===== src/point_approach_velocity_controller_defines.svh =====
// ---------------------------------------------------------------------------
// Point approach velocity controller: assertion macros
// Shared property macros. They compile to nothing when SYNTHESIS is defined.
// ---------------------------------------------------------------------------
`ifndef POINT_APPROACH_VELOCITY_CONTROLLER_DEFINES_SVH
`define POINT_APPROACH_VELOCITY_CONTROLLER_DEFINES_SVH

`ifndef SYNTHESIS

// Consequent must hold in the same cycle as the antecedent.
`define PAVC_ASSERT_NOW(lbl, clk, rstn, ante, cons) \
  lbl: assert property (@(posedge clk) disable iff (!rstn) (ante) |-> (cons)) \
    else $error("pavc assertion failed");

// Consequent must hold in the cycle after the antecedent.
`define PAVC_ASSERT_NEXT(lbl, clk, rstn, ante, cons) \
  lbl: assert property (@(posedge clk) disable iff (!rstn) (ante) |=> (cons)) \
    else $error("pavc assertion failed");

`else

`define PAVC_ASSERT_NOW(lbl, clk, rstn, ante, cons)

`define PAVC_ASSERT_NEXT(lbl, clk, rstn, ante, cons)

`endif

`endif


===== src/pavc_pkg.sv =====
// ---------------------------------------------------------------------------
// Point approach velocity controller package
// Shared types, register indexes and arithmetic constants.
// ---------------------------------------------------------------------------
`default_nettype none

package pavc_pkg;

  // Default parameter values.
  localparam int POS_BITS_DEF = 24;
  localparam int VEL_BITS_DEF = 16;

  // Fixed register field widths.
  localparam int TOL_W  = 16;
  localparam int LIM_W  = 15;
  localparam int TIME_W = 24;
  localparam int IDX_W  = 3;

  // Quotient width of the axis scaling divider; the quotient never exceeds the speed.
  localparam int QUO_W = LIM_W;

  // Control law constants.
  localparam int SPD_FLOOR  = 80;
  localparam int SMALL_DIST = 30;
  localparam int Z_DEAD     = 80;

  // Division by five: floor(y / 5) == (y * RECIP5) >> RECIP5_SH for y below 2^18.
  localparam int RECIP_IN_W = 18;
  localparam logic [19:0] RECIP5 = 20'd838861;
  localparam int RECIP5_SH = 22;
  localparam int RECIP_P_W = RECIP_IN_W + 20;

  // Configuration register indexes.
  typedef enum logic [IDX_W-1:0] {
    REG_TGT_EAST   = 3'd0,
    REG_TGT_NORTH  = 3'd1,
    REG_TGT_UP     = 3'd2,
    REG_HORIZ_TOL  = 3'd3,
    REG_VERT_TOL   = 3'd4,
    REG_HORIZ_LIM  = 3'd5,
    REG_VERT_LIM   = 3'd6,
    REG_TIME_LIMIT = 3'd7
  } cfg_idx_t;

  // Result status codes.
  typedef enum logic [1:0] {
    ST_RUNNING = 2'd0,
    ST_REACHED = 2'd1,
    ST_FAILED  = 2'd2
  } status_t;

endpackage

`default_nettype wire


===== src/pavc_div_cell.sv =====
// ---------------------------------------------------------------------------
// Divider cell
// One restoring division step for both horizontal axes at a fixed quotient
// bit position, carrying the divisor and the item's side data along.
// ---------------------------------------------------------------------------
`default_nettype none

module pavc_div_cell
  import pavc_pkg::*;
#(
  parameter int RW = 25,
  parameter int QW = 15,
  parameter int K  = 0,
  parameter int SW = 8
) (
  input  wire logic             clk,
  input  wire logic             rst_n,
  input  wire logic             en,
  input  wire logic             in_v,
  input  wire logic [RW-1:0]    in_dist,
  input  wire logic [RW+QW-1:0] in_rem_x,
  input  wire logic [RW+QW-1:0] in_rem_y,
  input  wire logic [QW-1:0]    in_q_x,
  input  wire logic [QW-1:0]    in_q_y,
  input  wire logic [SW-1:0]    in_side,
  output logic                  out_v,
  output logic [RW-1:0]         out_dist,
  output logic [RW+QW-1:0]      out_rem_x,
  output logic [RW+QW-1:0]      out_rem_y,
  output logic [QW-1:0]         out_q_x,
  output logic [QW-1:0]         out_q_y,
  output logic [SW-1:0]         out_side
);

  localparam int NW = RW + QW;

  logic          v_r;
  logic [RW-1:0] dist_r;
  logic [NW-1:0] rem_x_r, rem_x_nxt, rem_y_r, rem_y_nxt;
  logic [QW-1:0] q_x_r, q_x_nxt, q_y_r, q_y_nxt;
  logic [SW-1:0] side_r;
  logic [NW-1:0] dsh;
  logic          take_x, take_y;

  // Compare each remainder with the shifted divisor and subtract on success.
  always_comb begin
    dsh       = NW'(in_dist) << K;
    take_x    = in_rem_x >= dsh;
    take_y    = in_rem_y >= dsh;
    rem_x_nxt = take_x ? in_rem_x - dsh : in_rem_x;
    rem_y_nxt = take_y ? in_rem_y - dsh : in_rem_y;
    q_x_nxt   = {in_q_x[QW-2:0], take_x};
    q_y_nxt   = {in_q_y[QW-2:0], take_y};
  end

  // Valid flag of this cell.
  always_ff @(posedge clk) begin
    if (!rst_n) begin
      v_r <= 1'b0;
    end else if (en) begin
      v_r <= in_v;
    end
  end

  // Working registers.
  always_ff @(posedge clk) begin
    if (en) begin
      dist_r  <= in_dist;
      rem_x_r <= rem_x_nxt;
      rem_y_r <= rem_y_nxt;
      q_x_r   <= q_x_nxt;
      q_y_r   <= q_y_nxt;
      side_r  <= in_side;
    end
  end

  assign out_v     = v_r;
  assign out_dist  = dist_r;
  assign out_rem_x = rem_x_r;
  assign out_rem_y = rem_y_r;
  assign out_q_x   = q_x_r;
  assign out_q_y   = q_y_r;
  assign out_side  = side_r;

endmodule

`default_nettype wire


===== config.mk =====
export PLATFORM = sky130hd
export DESIGN_NAME = pavc_div_cell
export DESIGN_NICKNAME = d
export VERILOG_FILES = /design/src/point_approach_velocity_controller_defines.svh /design/src/pavc_pkg.sv /design/src/pavc_div_cell.sv
export SDC_FILE = /design/constraint.sdc
export NUM_CORES = 1
export LEC_CHECK = 0
export ABC_AREA = 0
export BUFFER_PORTS_ARGS = -buffer_cell sky130_fd_sc_hd__buf_2
export CAP_MARGIN = 25
export CORE_MARGIN = 5
export CORE_UTILIZATION = 35
export DETAILED_ROUTE_END_ITERATION = 8
export GPL_TIMING_DRIVEN = 0
export PLACE_DENSITY = 0.67
export SLEW_MARGIN = 20
export SYNTH_ARGS = -nofsm -noshare
export SYNTH_HDL_FRONTEND = slang
export SYNTH_SLANG_ARGS = --single-unit

===== constraint.sdc =====
create_clock -name clk -period 2.72 [get_ports clk]
set_clock_uncertainty 0.05 [all_clocks]
set_input_delay 0.272 -clock clk [delete_from_list [all_inputs] [get_ports clk]]
set_output_delay 0.272 -clock clk [all_outputs]
set_load 0.02 [all_outputs]

==> metrics.log <==
INFO  metric final-setup-viol-count = 0
INFO  metric asyncSetResetFlopFracSynth = 0%
INFO  metric die_y = around 160 um
INFO  metric critical_path_source_type = input pin
INFO  metric tritoncts_clock_tree = built
INFO  metric cellLeakagePower = ~4.9 nW
INFO  metric syn_nets = 967
INFO  metric route.detailed.drc = 0
INFO  metric max_cap_viols = 0
INFO  metric start_util = around 36%
INFO  metric ctsHtreeMaxLevel = 4
INFO  metric holdPathStages = 3
INFO  metric max_freq = roughly 0.37 GHz
INFO  metric period_share = just under 100%
INFO  metric gpl.final_weighted_congestion = ~0.88
INFO  metric area_growth = 41.8%
INFO  metric ffs_latches_synth = between 100 and 150
INFO  metric clock_latency = 0.41 ns
INFO  metric fill_cells = between 2000 and 2500
INFO  metric dp.final_hpwl = slightly below 20 mm
INFO  metric detail_route.wirelength = between 20 and 30 mm
INFO  metric dp_slack = -1.02 ns
INFO  metric grt_util_all_layers = 18.4%
INFO  metric max_slew.worst_pin.slew = 0.662 ns
INFO  metric holdPathEnd = out_v
INFO  metric worst_ep_arrival_time = ~2.8 ns
INFO  metric register_to_register_path_setup_slack = ~2.1 ns
INFO  metric drtAntennaViolNets = 0
INFO  metric path_max_fanout = 5
INFO  metric layout_setup_ws = between 0.03 and 0.04 ns
INFO  metric routed-via-count = approximately 7400
INFO  metric yosysSeqAreaShare = just over 50%
INFO  metric hold_path_startpoint = in_v
INFO  metric peakVddDrop = 341 uV
INFO  metric drive_above_1_share = a little over a third
INFO  metric drt_first_pass_iters = 5
INFO  metric clkTransAtPathRegs = ~0.070 ns
INFO  metric critPathRequiredTime = 2.84 ns
INFO  metric maxSlewViolCount = 0
INFO  metric clock-sinks = 144
INFO  metric critical_path.reg2reg.startpoint = out_v
INFO  metric regToRegEndpoint = out_v
INFO  metric die_w = between 150 and 200 um
INFO  metric cts_root_buffer = sky130_fd_sc_hd__clkbuf_16
INFO  metric rows = 56
INFO  metric number_of_global_route_vias_before_repair = about 7200
INFO  metric finalWorstPathRequiredPeriod = 2.68 ns
INFO  metric worst_hold_path_type = in2reg
INFO  metric critical_path.slowest_cell = sky130_fd_sc_hd__a2111o_1
INFO  metric 1st_iter_drt_viols = between 500 and 600
INFO  metric r2r_cells = 2
INFO  metric multiInputGateArea = between 4000 and 5000 um2
INFO  metric finish.net_count = about 1300
INFO  metric postLayoutCoreUtil = between 50% and 60%
INFO  metric synth.cell_area = around 8400 um2
INFO  metric synth-edff-count = roughly 140
INFO  metric totalNegativeSetupSlack = 0 ns
INFO  metric wire_per_inst = approximately 18 um
INFO  metric grt_first_pass_wirelength = roughly 38 mm
INFO  metric unique_masters_post_synth = roughly 70
INFO  metric power.density = about 590 nW/um2
INFO  metric grt_max_degree = 82
INFO  metric design_power_total = approximately 7 mW
INFO  metric grt_setup_unrepaired = yes
INFO  metric worstPathBufferInverterCount = 2
INFO  metric syn_area_per_cell = around 11 um2
INFO  metric numPortBuffers = 286
INFO  metric final.hold.worst_slack = about 0.065 ns
INFO  metric worstSetupPathType = in2reg
INFO  metric pin_count = roughly 290
INFO  metric path_delay_family = compound AO/OA/AOI/OAI gates
INFO  metric cts-buffers-inserted = 17
INFO  metric cp_slowest_stage_delay = between 0.4 and 0.5 ns
INFO  metric synth-main-ff-cell = sky130_fd_sc_hd__edfxtp_1
INFO  metric timing.slew.headroom = 55.9%
INFO  metric detail_route.vias_per_cell = 5.02
INFO  metric yosysWarnings = 0
INFO  metric area.sequential = between 4000 and 5000 um2
INFO  metric global_route.overflow_total = 0
INFO  metric fp.coreArea = about 24000 um2
INFO  metric antenna_found_initial = 4
INFO  metric timing.final.hold_violations = 0
INFO  metric outcome = finished clean
INFO  metric cp_cell_sequence = buf_2 -> inv_1 -> ha_1 -> o21a_1 -> o31a_1 -> o2111ai_2 -> a2111o_1 -> a211o_1 -> and3_1 -> o31ai_2 -> xnor2_1 -> a21oi_1
INFO  metric max-clock-path-buffers = 2
INFO  metric floorplan.die_area = ~27000 um2
INFO  metric endpoint_kind = flop
INFO  metric syn-instance-count = 768
## cell usage after synthesis (2+ instances only)
| library cell | number | area [um2] |
|---|---|---|
| sky130_fd_sc_hd__mux2_2 | 8 | 90.1 |
| sky130_fd_sc_hd__nor3_1 | 9 | 45.0 |
| sky130_fd_sc_hd__o41ai_1 | 2 | 17.5 |
| sky130_fd_sc_hd__o21bai_1 | 6 | 45.0 |
| sky130_fd_sc_hd__nand2b_1 | 11 | 68.8 |
| sky130_fd_sc_hd__o31ai_1 | 4 | 30.0 |
| sky130_fd_sc_hd__and3_1 | 3 | 18.8 |
| sky130_fd_sc_hd__a21boi_0 | 2 | 15.0 |
| sky130_fd_sc_hd__clkbuf_1 | 11 | 41.3 |
| sky130_fd_sc_hd__fa_1 | 2 | 40.0 |
| sky130_fd_sc_hd__nor4_1 | 5 | 31.3 |
| sky130_fd_sc_hd__and2_1 | 6 | 37.5 |
| sky130_fd_sc_hd__nand4b_1 | 4 | 35.0 |
| sky130_fd_sc_hd__nand4_1 | 13 | 81.3 |
| sky130_fd_sc_hd__and4b_1 | 2 | 20.0 |
| sky130_fd_sc_hd__or3_1 | 4 | 25.0 |
| sky130_fd_sc_hd__a2111oi_0 | 2 | 17.5 |
| sky130_fd_sc_hd__o2111ai_1 | 2 | 17.5 |
| sky130_fd_sc_hd__o21ai_0 | 55 | 275 |
| sky130_fd_sc_hd__ha_1 | 50 | 626 |
| sky130_fd_sc_hd__xnor2_1 | 50 | 438 |
| sky130_fd_sc_hd__nand3b_1 | 3 | 22.5 |
| sky130_fd_sc_hd__nor2_1 | 60 | 225 |
| sky130_fd_sc_hd__or2_2 | 4 | 25.0 |
| sky130_fd_sc_hd__nor2b_1 | 7 | 43.8 |
| sky130_fd_sc_hd__nand2_1 | 60 | 225 |
| sky130_fd_sc_hd__nor2_2 | 2 | 12.5 |
| sky130_fd_sc_hd__buf_2 | 6 | 30.0 |
| sky130_fd_sc_hd__a211oi_1 | 4 | 30.0 |
| sky130_fd_sc_hd__xor2_1 | 23 | 201 |
| sky130_fd_sc_hd__edfxtp_1 | 143 | 4290 |
| sky130_fd_sc_hd__a31oi_1 | 9 | 56.3 |
| sky130_fd_sc_hd__o31a_1 | 3 | 26.3 |
| sky130_fd_sc_hd__a21oi_1 | 70 | 350 |
| sky130_fd_sc_hd__buf_4 | 2 | 15.0 |
| sky130_fd_sc_hd__o211ai_1 | 4 | 30.0 |
| sky130_fd_sc_hd__o21a_1 | 10 | 75.1 |
| sky130_fd_sc_hd__a21o_1 | 18 | 135 |
| sky130_fd_sc_hd__nand3_1 | 20 | 100 |
| sky130_fd_sc_hd__inv_1 | 40 | 150 |
## per-stage QoR
step           cells  instance area, um2
6_report        1479               11900
5_1_grt         1477               11900
4_1_cts         1468               11600
3_5_place_dp    1374               10300
3_3_place_gp    1373               10200
2_1_floorplan    768                8380
## how the worst max path moves through the flow
stage | startpoint | endpoint | slack (ns) | cells past startpoint
final | in_dist[2] | out_rem_x[23] | 0.04 | 12
after global placement | in_dist[9] | out_rem_x[0] | -1.04 | 13
after global routing | in_dist[13] | out_rem_y[38] | -0.05 | 13
after floorplan | in_rem_y[0] | out_rem_y[38] | -0.18 | 12
after CTS | in_dist[0] | out_rem_x[22] | 0.009 | 12
after detailed placement | in_dist[9] | out_rem_x[0] | -1.02 | 13
## tightest hold or removal path, stage by stage
cell                      delay, ns
sky130_fd_sc_hd__buf_2         0.07
sky130_fd_sc_hd__mux2i_1       0.05
sky130_fd_sc_hd__nor2b_1       0.09
## what timing repair did
item,4_1_cts,5_1_grt
gates cloned,0,0
hold buffers,59,2
gates resized for setup,31,55
setup buffers,5,7
hold endpoints to repair,59,2
setup endpoints to repair,52,63
pin swaps,9,18
## per-layer routing
metal,part of all wire [%],GRT usage (%),vias to the layer above
met5,0.12,0,-
met1,43,23.0,3526
met2,49,31.0,245
li1,-,-,3615
met4,1.8,6.43,6
met3,6.6,4.49,36
## cells by family (layout without fill, tap and decap cells)
family,after synthesis,in the layout,synth area share (%)
AOI/OAI and AO/OA,203,203,15.0
and+or+nand+nor,224,224,13.5
other,0,2,0
adders and majority gates,52,52,7.95
muxes,10,10,1.38
DFF,144,144,51.6
xor gates and xnor gates,73,73,7.64
buffers and inverters,62,452,3.05
## state kept, by name (all words and copies together), names as in the netlist
name       cells
out_rem_x     40
out_q_x       15
out_rem_y     40
out_side       8
out_q_y       15
out_dist      25
out_v          1
## layout by cell type (no fill, tap or decap), types with 9 or more instances in the layout
cell type,count
sky130_fd_sc_hd__inv_1,37
sky130_fd_sc_hd__o21a_1,10
sky130_fd_sc_hd__o21ai_0,46
sky130_fd_sc_hd__nand3_1,20
sky130_fd_sc_hd__xor2_1,23
sky130_fd_sc_hd__nand4_1,13
sky130_fd_sc_hd__edfxtp_1,143
sky130_fd_sc_hd__ha_1,35
sky130_fd_sc_hd__a21o_1,18
sky130_fd_sc_hd__buf_4,17
sky130_fd_sc_hd__buf_2,286
sky130_fd_sc_hd__dlygate4sd3_1,61
sky130_fd_sc_hd__nand2_1,59
sky130_fd_sc_hd__clkbuf_16,17
sky130_fd_sc_hd__nor2_1,58
sky130_fd_sc_hd__nand2b_1,11
sky130_fd_sc_hd__ha_2,9
sky130_fd_sc_hd__a21oi_1,66
sky130_fd_sc_hd__xnor2_1,50
## final cells by class
cell class,count,share of cell area [%]
tap,319,3.36
clock inverter,15,1.43
multi-input combinational,562,34.5
timing repair buffer,360,18.4
clock buffer,17,3.58
antenna,2,0.0422
inverter,41,1.30
sequential,144,36.3
buffer,19,1.00
## where the power goes
group | internal [mW] | switching, mW
clock network | 1.31 | 1.08
logic | 0.718 | 1.08
registers | 2.74 | 0.0607
(Power assumes the default switching activity.)
