`config.mk`:
```
export PLATFORM = sky130hd
export DESIGN_NAME = pavc_sqrt_cell
export DESIGN_NICKNAME = d
export VERILOG_FILES = /design/src/point_approach_velocity_controller_defines.svh /design/src/pavc_pkg.sv /design/src/pavc_sqrt_cell.sv
export SDC_FILE = /design/constraint.sdc
export NUM_CORES = 1
export LEC_CHECK = 0
export BUFFER_PORTS_ARGS = -buffer_cell sky130_fd_sc_hd__buf_2
export CAP_MARGIN = 20
export CELL_PAD_IN_SITES_DETAIL_PLACEMENT = 1
export CELL_PAD_IN_SITES_GLOBAL_PLACEMENT = 1
export CORE_ASPECT_RATIO = 1.5
export CORE_MARGIN = 4
export CORE_UTILIZATION = 30
export CTS_CLUSTER_SIZE = 14
export DETAILED_ROUTE_END_ITERATION = 10
export PLACE_DENSITY_LB_ADDON = 0.1
export REMOVE_ABC_BUFFERS = 1
export SKIP_LAST_GASP = 1
export SLEW_MARGIN = 10
export SYNTH_ARGS = -nofsm -noshare
export SYNTH_HDL_FRONTEND = slang
export SYNTH_SLANG_ARGS = --single-unit
```
`constraint.sdc`:
```
create_clock -name clk -period 3.25 [get_ports clk]
set_input_delay 0.325 -clock clk [delete_from_list [all_inputs] [get_ports clk]]
set_output_delay 0.325 -clock clk [all_outputs]
set_load 0.02 [all_outputs]
```
`src/point_approach_velocity_controller_defines.svh`:
```
// ---------------------------------------------------------------------------
// Point approach velocity controller: assertion macros
// Shared property macros. They compile to nothing when SYNTHESIS is defined.
// ---------------------------------------------------------------------------
`ifndef POINT_APPROACH_VELOCITY_CONTROLLER_DEFINES_SVH
`define POINT_APPROACH_VELOCITY_CONTROLLER_DEFINES_SVH

`ifndef SYNTHESIS

// Consequent must hold in the same cycle as the antecedent.
`define PAVC_ASSERT_NOW(lbl, clk, rstn, ante, cons) \
  lbl: assert property (@(posedge clk) disable iff (!rstn) (ante) |-> (cons)) \
    else $error("pavc assertion failed");

// Consequent must hold in the cycle after the antecedent.
`define PAVC_ASSERT_NEXT(lbl, clk, rstn, ante, cons) \
  lbl: assert property (@(posedge clk) disable iff (!rstn) (ante) |=> (cons)) \
    else $error("pavc assertion failed");

`else

`define PAVC_ASSERT_NOW(lbl, clk, rstn, ante, cons)

`define PAVC_ASSERT_NEXT(lbl, clk, rstn, ante, cons)

`endif

`endif

```
`src/pavc_pkg.sv`:
```
// ---------------------------------------------------------------------------
// Point approach velocity controller package
// Shared types, register indexes and arithmetic constants.
// ---------------------------------------------------------------------------
`default_nettype none

package pavc_pkg;

  // Default parameter values.
  localparam int POS_BITS_DEF = 24;
  localparam int VEL_BITS_DEF = 16;

  // Fixed register field widths.
  localparam int TOL_W  = 16;
  localparam int LIM_W  = 15;
  localparam int TIME_W = 24;
  localparam int IDX_W  = 3;

  // Quotient width of the axis scaling divider; the quotient never exceeds the speed.
  localparam int QUO_W = LIM_W;

  // Control law constants.
  localparam int SPD_FLOOR  = 80;
  localparam int SMALL_DIST = 30;
  localparam int Z_DEAD     = 80;

  // Division by five: floor(y / 5) == (y * RECIP5) >> RECIP5_SH for y below 2^18.
  localparam int RECIP_IN_W = 18;
  localparam logic [19:0] RECIP5 = 20'd838861;
  localparam int RECIP5_SH = 22;
  localparam int RECIP_P_W = RECIP_IN_W + 20;

  // Configuration register indexes.
  typedef enum logic [IDX_W-1:0] {
    REG_TGT_EAST   = 3'd0,
    REG_TGT_NORTH  = 3'd1,
    REG_TGT_UP     = 3'd2,
    REG_HORIZ_TOL  = 3'd3,
    REG_VERT_TOL   = 3'd4,
    REG_HORIZ_LIM  = 3'd5,
    REG_VERT_LIM   = 3'd6,
    REG_TIME_LIMIT = 3'd7
  } cfg_idx_t;

  // Result status codes.
  typedef enum logic [1:0] {
    ST_RUNNING = 2'd0,
    ST_REACHED = 2'd1,
    ST_FAILED  = 2'd2
  } status_t;

endpackage

`default_nettype wire

```
`src/pavc_sqrt_cell.sv`:
```
// ---------------------------------------------------------------------------
// Square root cell
// One restoring step of the floor square root: consumes one bit pair of the
// radicand and produces one root bit, carrying the item's side data along.
// ---------------------------------------------------------------------------
`default_nettype none

module pavc_sqrt_cell
  import pavc_pkg::*;
#(
  parameter int RW = 25,
  parameter int SW = 8
) (
  input  wire logic            clk,
  input  wire logic            rst_n,
  input  wire logic            en,
  input  wire logic            in_v,
  input  wire logic [2*RW-1:0] in_rad,
  input  wire logic [RW:0]     in_rem,
  input  wire logic [RW-1:0]   in_root,
  input  wire logic [SW-1:0]   in_side,
  output logic                 out_v,
  output logic [2*RW-1:0]      out_rad,
  output logic [RW:0]          out_rem,
  output logic [RW-1:0]        out_root,
  output logic [SW-1:0]        out_side
);

  logic            v_r;
  logic [2*RW-1:0] rad_r, rad_nxt;
  logic [RW:0]     rem_r, rem_nxt;
  logic [RW-1:0]   root_r, root_nxt;
  logic [SW-1:0]   side_r;
  logic [RW+2:0]   rem2;
  logic [RW+2:0]   trial;

  // Bring down the next bit pair and try the trial subtrahend.
  always_comb begin
    rem2  = {in_rem, in_rad[2*RW-1 -: 2]};
    trial = {1'b0, in_root, 2'b01};
    if (rem2 >= trial) begin
      rem_nxt  = RW'(0) + (RW+1)'(rem2 - trial);
      root_nxt = {in_root[RW-2:0], 1'b1};
    end else begin
      rem_nxt  = (RW+1)'(rem2);
      root_nxt = {in_root[RW-2:0], 1'b0};
    end
    rad_nxt = {in_rad[2*RW-3:0], 2'b00};
  end

  // Valid flag of this cell.
  always_ff @(posedge clk) begin
    if (!rst_n) begin
      v_r <= 1'b0;
    end else if (en) begin
      v_r <= in_v;
    end
  end

  // Working registers.
  always_ff @(posedge clk) begin
    if (en) begin
      rad_r  <= rad_nxt;
      rem_r  <= rem_nxt;
      root_r <= root_nxt;
      side_r <= in_side;
    end
  end

  assign out_v    = v_r;
  assign out_rad  = rad_r;
  assign out_rem  = rem_r;
  assign out_root = root_r;
  assign out_side = side_r;

endmodule

`default_nettype wire

```
==> results.ini, run 1 <==
[drt]
first_pass_iters=5
dr_wl_met3_um=1140
ant_nets=0
routedWlPerCell_um=18.4
maxUsedRoutingLayer=met4
route.met2.wl_um=8690
drt-total-wl_um=15500
wl_met1_um=5410
drc=0
via_per_inst=4.84
drt_first_iter_violations=193
vias=4093

[sta]
setup_violations=0
slew_viol_final=0
finalSetupTns_ps=0
fmax_mhz=364
grt_setup_unrepaired=no
timing.final.crit_share_pct=84.5
fin_worst_skew_ps=0
hold_viol_final=0
tightest_slew_ps=768
slew_headroom_pct=48.8
min_period_ps=2750
whs_ps=136

[power]
p_per_area_nw_per_um2=535
swShare_pct=30.7
comb_power_share_pct=23.2
seqPwrFrac_pct=46.1
switchingPower_mw=1.15
peakVddDrop_mv=0.338
finalPower_mw=3.74
p_leak_nw=3.10
clkPwrFrac_pct=30.7
p_int_mw=2.59

[synth]
synth_area_per_cell_um2=13.3
syn_area_um2=5310
yosys_warnings=0
ys_types=56
synthArstFlopShare_pct=0
ys_seq_area_share_pct=60.9
netlist_instances=398
synth_edf_count=107
synth_top_flop_cell=edfxtp_1
ys_seq_elements=108

[place]
port_buffers=220
hpwl_um=12300
place_area_um2=6680
place_congestion=0.858

[cts]
cts_setup_buffers=0
clk_pin_slew_ps=80
cts_resized=0
insertion_delay_ps=360
cts-root-buf=clkbuf_16
clockBufferDepth=2
cts_tree=built
cts_htree_levels=3
numCtsBuffers=9
holdBufCountCts=0
cts_sinks=108

[worst_setup_path]
start_kind=input port
required_ps=3360
cp-endpoint=out_rem[7]
rrSetupSlack_ps=2630
max_stage_delay_ps=480
cp_slowest_cell=inv_2
arrival_ps=2850
reg2regPathDepth=2
path_buf_inv=3
crit_start=in_root[11]
crit_family=compound AO/OA/AOI/OAI gates
critPathCaptureType=register
cp_cell_sequence=buf_2 > inv_1 > ha_1 > a21oi_1 > o211ai_1 > a31oi_1 > o21ai_0 > a21o_1 > nor2_8 > inv_2 > mux2_4
cp_max_fo=20
timing.rr.start=out_v
critical_path_class=in2reg
crit_cells=11
timing.rr.end=out_v

[floorplan]
die_x_um=117
die-area_um2=19900
die_y_um=171
rows=59
ios=223
start_util_pct=30.6
core_um2=17300

[final_layout]
drive_above_1_share_pct=42.6
fill_cells=1923
fin_nets=766
final_common_cell=buf_2
area_delta_synth_final_pct=31.7
final_cell_mix=219 x buf_2, 107 x edfxtp_1, 32 x inv_1
postLayoutCellArea_um2=6990

[hold_path]
hold_class=in2reg
hold_depth=1

[global_route]
grt_pass1_vias=4394
grt_pass1_wl_um=22700
grt_usage_pct=15.0
antenna_found_initial=1
grt.overflow.total=0
grt_max_degree=57

[run]
maxCapViolations=0

[run_status]
status=completed

sequential cells by signal, summed over array words and instances, names as in the netlist:
name,count
out_rad,48
out_v,1
out_root,25
out_rem,26
out_side,8
stage by stage:
step	setup WS, ps	cells	util [%]
after floorplan	656	389	-
after global placement	148	828	38.5
after detailed placement	95.9	828	38.5
after CTS	472	844	40.3
after global routing	348	845	40.3
final	503	845	40.3
per-layer routing:
metal,GRT usage [%],vias to the layer above
met3,3.68,15
li1,-,1970
met5,0,-
met2,29.7,138
met1,14.6,1970
met4,5.14,0
cells in the mapped netlist, types with 2 or more instances:
cell       count  area [um2]
a211o_1        2        17.5
a211oi_1       3        22.5
a21boi_0       4        30.0
a21o_1        10        75.1
a21oi_1       26         130
a21oi_2        3        26.3
a31oi_1        2        12.5
and2_1         2        12.5
and3_1         5        31.3
and3b_1        3        26.3
buf_4          2        15.0
buf_6          2        22.5
clkbuf_1       5        18.8
edfxtp_1     107        3210
ha_1          27         338
inv_1         32         120
mux2_4        16         240
nand2_1       13        48.8
nand2b_1       6        37.5
nand3_1       15        75.1
nand4_1        5        31.3
nor2_1        17        63.8
nor2b_1        3        18.8
nor3_1         9        45.0
nor4_1         4        25.0
o2111ai_1      2        17.5
o211ai_1       5        37.5
o21a_1         5        37.5
o21ai_0       17        85.1
o31ai_1        6        45.0
o41ai_1        2        17.5
xnor2_1       11        96.3
xor2_1         4        35.0
kinds of logic (layout without fill, tap and decap cells):
logic type	count (synthesis)	in the layout	share of synthesized area (%)
xor+xnor	15	15	2.48
other cells	1	3	0.0707
flops	108	108	60.9
compound gates	100	100	13.1
buf+inv	43	275	3.49
fa+ha+maj	27	27	6.37
simple gates	87	87	8.82
mux	17	17	4.72
worst min path at each step:
| stage | from | to | slack (ps) |
|---|---|---|---|
| CTS | in_rad[14] | out_rad[16] | 120 |
| global route | in_rad[14] | out_rad[16] | 110 |
| global placement | out_v | out_v | 490 |
| floorplan | in_rad[8] | out_rad[10] | 420 |
| detailed placement | in_rad[40] | out_rad[42] | 500 |
| finish | in_rad[17] | out_rad[19] | 140 |
power groups by stage:
stage / combinational [mW] / sequential (mW) / clock, mW
after floorplan: 0.357 / 1.94 / 0
after detailed placement: 0.881 / 1.76 / 0
after global routing: 0.945 / 1.74 / 1.24
after CTS: 0.884 / 1.73 / 1.20
final: 0.868 / 1.72 / 1.15
after global placement: 0.868 / 1.75 / 0
layout make-up:
| cell class | instances | area, um2 | area share, % |
|---|---|---|---|
| tap | 213 | 267 | 3.81 |
| timing repair buffer | 226 | 1160 | 16.6 |
| antenna | 1 | 2.50 | 0.0358 |
| inverter | 33 | 124 | 1.77 |
| clock buffer | 9 | 225 | 3.22 |
| multi-input combinational | 248 | 1890 | 27.0 |
| clock inverter | 7 | 86.3 | 1.24 |
| sequential | 108 | 3230 | 46.3 |
Power figures use the tool's default switching activity.
==> inputs of run 2 (changes only) <==
==> constraint.sdc (replaced) <==
create_clock -name clk -period 2.63 [get_ports clk]
set_input_delay 0.263 -clock clk [delete_from_list [all_inputs] [get_ports clk]]
set_output_delay 0.263 -clock clk [all_outputs]
set_load 0.02 [all_outputs]
==> results.ini, run 2 (same netlist as run 1, synthesis figures left out) <==
[cts]
clockBufferDepth=2  ; unchanged
cts-root-buf=clkbuf_16
cts_htree_levels=3  ; unchanged
cts_tree=built
holdBufCountCts=0  ; unchanged
insertion_delay_ps=360  ; about the same
cts_sinks=108  ; unchanged
clk_pin_slew_ps=80  ; about the same
numCtsBuffers=9  ; unchanged
cts_setup_buffers=0  ; unchanged

[worst_setup_path]
path_buf_inv=2  ; -1
crit_family=compound AO/OA/AOI/OAI gates
critical_path_class=in2reg
critPathCaptureType=register
start_kind=input port
cp_max_fo=5  ; -75%
arrival_ps=2580  ; -270 ps
cp_common_cell=o211ai_1
max_stage_delay_ps=460  ; -20 ps
required_ps=2740  ; -620 ps
cp_cell_sequence=buf_2 > ha_1 > o211ai_1 > o21ai_2 > buf_4 > a211o_1 > a211oi_1 > o211ai_1 > xor2_1 > mux2_4
cp_slowest_cell=a211oi_1

[floorplan]
die_y_um=171  ; unchanged
die_x_um=117  ; unchanged
rows=59  ; unchanged
die-area_um2=19900  ; unchanged
ios=223  ; unchanged
core_um2=17300  ; unchanged
start_util_pct=30.6  ; unchanged

[power]
comb_power_share_pct=24.7  ; +1.5 points
swShare_pct=30.6  ; -0.14 points
p_per_area_nw_per_um2=643  ; +20%
switchingPower_mw=1.44  ; +25%
finalPower_mw=4.71  ; +26%
clkPwrFrac_pct=30.0  ; -0.7 points
p_leak_nw=3.30  ; +6.5%
p_int_mw=3.27  ; +26%
seqPwrFrac_pct=45.3  ; -0.8 points
peakVddDrop_mv=0.286  ; -16%

[global_route]
grt.overflow.total=0  ; unchanged
grt_max_degree=36  ; -37%
grt_usage_pct=15.7  ; +0.79 points
antenna_found_initial=0  ; -1
grt_pass1_vias=4570  ; +4.0%
grt_pass1_wl_um=23900  ; +5.3%

[final_layout]
final_cell_mix=219 x buf_2, 107 x edfxtp_1, 39 x buf_4
utilization_pct=42.2  ; +1.9 points
diodes=0  ; -1
largest_reg_flops=48  ; unchanged
instances_no_fill=881  ; +4.3%
area_delta_synth_final_pct=38.0
final_common_cell=buf_2
drive_above_1_share_pct=46.0  ; +3.3 points
fin_nets=803  ; +4.8%

[drt]
drc=0  ; unchanged
ant_nets=0  ; unchanged
drt_first_iter_violations=195  ; +1.0%
routedWlPerCell_um=18.3  ; -0.67%
via_per_inst=4.82  ; -0.52%
first_pass_iters=4  ; -1
drt-total-wl_um=16100  ; +3.6%
vias=4245  ; +3.7%

[hold_path]
hold_class=in2reg

[place]
dpl.cell_count=865  ; +4.5%
hpwl_um=13100  ; +6.3%
place_congestion=0.817  ; -4.7%
port_buffers=220  ; unchanged

[sta]
slew_headroom_pct=64.1  ; +15 points
hold_viol_final=0  ; unchanged
fmax_mhz=406
whs_ps=70.6  ; -65.2 ps
timing.final.crit_share_pct=93.7
min_period_ps=2460
setup_violations=0  ; unchanged
grt_setup_unrepaired=no
tightest_slew_ps=538  ; -229 ps
slew_viol_final=0  ; unchanged
finalSetupTns_ps=0  ; unchanged
fin_worst_skew_ps=0  ; unchanged

[run_status]
status=completed

[run]
maxCapViolations=0  ; unchanged

run 2: metrics by stage:
stage	worst slack (ps)	instance area, um2
3_5_place_dp	-230	7000
3_3_place_gp	-182	7000
6_report	166	7320
5_1_grt	27.9	7320
4_1_cts	156	7310
2_1_floorplan	98.0	5250
run 2: final timing paths:
kind,startpoint,end,slack [ps],depth (start not counted)
worst max-delay path,in_rem[0],out_rem[25],170,10
worst min-delay path,in_rad[25],out_rad[27],70,1
worst max register to register,out_v,out_v,2020,2
worst min register to register,out_v,out_v,550,2
run 2: worst reg2reg max path, cell delays in order (launching register included):
cell	delay [ps]
dfxtp_1	320
mux2i_1	130
nor2b_1	60
run 2: layout make-up:
cell class	count	area [um2]
fill	1949	10000
sequential	108	3230
multi-input combinational	248	1900
timing repair buffer	263	1490
tap	213	267
clock buffer	9	225
inverter	33	124
clock inverter	7	86.3
run 2: what timing repair did:
item / 4_1_cts / 5_1_grt
setup endpoints to repair: 0 / 1
endpoints found under the hold margin: 0 / 0
resized for setup: 0 / 1
run 2: layer usage:
metal  up-vias  GRT usage [%]  part of all wire [%]  routed length, um
met1      2040           16.3                    35               5690
li1       2046              -                     -                  -
met3        18           3.22                   6.9               1110
met5         -              0                     0                  0
met2       141           30.7                    56               9000
met4         0           5.34                   1.8                291
run 2: power by group through the flow:
stage          clock, mW  sequential (mW)  combinational, mW
2_1_floorplan          0             2.39              0.441
3_3_place_gp           0             2.17               1.16
3_5_place_dp           0             2.18               1.18
4_1_cts             1.47             2.14               1.18
5_1_grt             1.54             2.15               1.27
6_report            1.41             2.13               1.16
==> inputs of run 3 (changes only) <==
--- a/config.mk
+++ b/config.mk
@@ -5,7 +5,7 @@
 export SDC_FILE = /design/constraint.sdc
 export NUM_CORES = 1
 export LEC_CHECK = 0
-export BUFFER_PORTS_ARGS = -buffer_cell sky130_fd_sc_hd__buf_2
+export BUFFER_PORTS_ARGS = -buffer_cell sky130_fd_sc_hd__buf_4
 export CAP_MARGIN = 20
 export CELL_PAD_IN_SITES_DETAIL_PLACEMENT = 1
 export CELL_PAD_IN_SITES_GLOBAL_PLACEMENT = 1
==> results.ini, run 3 (same netlist as run 1, synthesis figures left out) <==
[run_status]
status=completed

[floorplan]
start_util_pct=30.6  ; unchanged
die_y_um=171  ; unchanged
core_um2=17300  ; unchanged
rows=59  ; unchanged
ios=223  ; unchanged
die_x_um=117  ; unchanged
die-area_um2=19900  ; unchanged

[hold_path]
hp-start=in_rad[18]
hold_class=in2reg
hold-path-endpoint=out_rad[20]
hold_depth=1  ; unchanged

[drt]
wl_met1_um=5890  ; +3.7%
drt-total-wl_um=16600  ; +3.4%
drt_first_iter_violations=183  ; -6.2%
via_per_inst=4.85  ; +0.59%
routedWlPerCell_um=18.9  ; +3.4%
maxUsedRoutingLayer=met4
drc=0  ; unchanged
ant_nets=0  ; unchanged
vias=4270  ; +0.59%
route.met2.wl_um=9340  ; +3.8%
first_pass_iters=4  ; unchanged
dr_wl_met3_um=1160  ; +3.9%

[worst_setup_path]
cp_max_fo=5  ; unchanged
arrival_ps=2620  ; +40 ps
rrSetupSlack_ps=2010  ; about the same
cp_cell_sequence=buf_4 > ha_1 > o211ai_1 > o21ai_2 > buf_4 > a211o_1 > a211oi_1 > o211ai_1 > xor2_1 > mux2_4
critPathCaptureType=register
reg2regPathDepth=2  ; unchanged
crit_start=in_rem[0]
timing.rr.start=out_v
max_stage_delay_ps=450  ; about the same
required_ps=2740  ; about the same
timing.rr.end=out_v
cp_slowest_cell=a211oi_1
path_buf_inv=2  ; unchanged
crit_family=compound AO/OA/AOI/OAI gates
critical_path_class=in2reg
start_kind=input port

[global_route]
grt_usage_pct=16.3  ; +0.56 points
grt_pass1_vias=4722  ; +3.3%
grt_pass1_wl_um=25000  ; +4.8%
grt_max_degree=46  ; +28%
antenna_found_initial=0  ; unchanged
grt.overflow.total=0  ; unchanged

[power]
finalPower_mw=4.85  ; +3.1%
swShare_pct=30.0  ; -0.53 points
peakVddDrop_mv=0.377  ; +32%
switchingPower_mw=1.46  ; +1.3%
p_leak_nw=3.48  ; +5.3%
seqPwrFrac_pct=44.2  ; -1.1 points
clkPwrFrac_pct=29.2  ; -0.8 points
p_per_area_nw_per_um2=618  ; -3.9%
p_int_mw=3.40  ; +3.9%
comb_power_share_pct=26.7  ; +2.0 points

[final_layout]
diodes=0  ; unchanged
area_delta_synth_final_pct=48.0
final_common_cell=buf_4
multi_input_area_um2=1900  ; unchanged
largest_reg_flops=48  ; unchanged
instances_no_fill=881  ; unchanged
regArea_um2=3230  ; unchanged
final_cell_mix=259 x buf_4, 107 x edfxtp_1, 32 x inv_1
fin_nets=803  ; unchanged
fill_cells=1843  ; -5.4%
drive_above_1_share_pct=45.8  ; -0.15 points

[sta]
slew_viol_final=0  ; unchanged
fin_worst_skew_ps=0  ; unchanged
slew_headroom_pct=36.2  ; -28 points
whs_ps=74.2  ; +3.68 ps
timing.final.crit_share_pct=95.1  ; +1.4 points
setup_violations=0  ; unchanged
min_period_ps=2500  ; +38.1 ps
grt_setup_unrepaired=no
fmax_mhz=400  ; -1.5%
tightest_slew_ps=942  ; +404 ps
finalSetupTns_ps=0  ; unchanged
hold_viol_final=0  ; unchanged

[place]
port_buffers=220  ; unchanged
place_congestion=0.813  ; -0.56%
hpwl_um=13500  ; +3.2%
dpl.cell_count=865  ; unchanged

[cts]
numCtsBuffers=9  ; unchanged
cts-root-buf=clkbuf_16
clockBufferDepth=2  ; unchanged
cts_htree_levels=3  ; unchanged
holdBufCountCts=0  ; unchanged
insertion_delay_ps=360  ; about the same
clk_pin_slew_ps=90  ; about the same
cts_sinks=108  ; unchanged
cts_tree=built

[run]
maxCapViolations=0  ; unchanged

## run 3: cell count changes in the layout (fill, tap and decap cells not counted)
cell and delta:
clkinv_4 +1, clkinvlp_4 +1, a211oi_4 +1, buf_2 -219
buf_4 +220, o41ai_2 -1, inv_6 -2, buf_12 -1
clkinv_8 -1, o41ai_1 +1, a211oi_2 -1, inv_8 +1
## run 3: layer usage
layer,GRT usage (%),up-vias
li1,-,2041
met1,17.1,2074
met2,31.9,140
met3,3.82,15
met4,4.04,0
met5,0,-
## run 3: per-stage QoR
stage | util [%] | cell area [um2] | setup WS (ps)
detailed placement | 43.5 | 7540 | -271
global route | 45.3 | 7850 | 27.5
finish | 45.3 | 7850 | 128
global placement | 43.5 | 7540 | -266
floorplan | - | 5250 | 98.0
CTS | 45.2 | 7840 | 110
## run 3: worst register-to-register path: stages, from the launching register on
cell and delay (ps):
dfxtp_1 320, mux2i_1 140, nor2b_1 60
## run 3: worst max path at each step
stage | to | cells past startpoint
finish | out_rem[25] | 10
CTS | out_rem[25] | 10
global route | out_rem[19] | 10
detailed placement | out_rem[25] | 10
floorplan | out_rem[10] | 10
global placement | out_rem[25] | 10
## run 3: cell type report
type	count	share of cell area, %
clock buffers	9	2.87
multi-input cells	248	24.2
flip-flops and latches	108	41.2
clock inverters	7	1.02
inverters	33	1.58
well taps	213	3.39
repair buffers	263	25.8
## run 3: power groups by stage
| stage | sequential, mW | combinational [mW] | clock [mW] |
|---|---|---|---|
| finish | 2.14 | 1.29 | 1.41 |
| global route | 2.16 | 1.40 | 1.53 |
| CTS | 2.15 | 1.31 | 1.46 |
| detailed placement | 2.19 | 1.31 | 0 |
| global placement | 2.18 | 1.28 | 0 |
| floorplan | 2.39 | 0.441 | 0 |
## run 3: what timing repair did
action | in CTS | in global routing
gates resized for setup | 0 | 1
buffers inserted | 0 | 0
endpoints found under the setup margin | 0 | 1
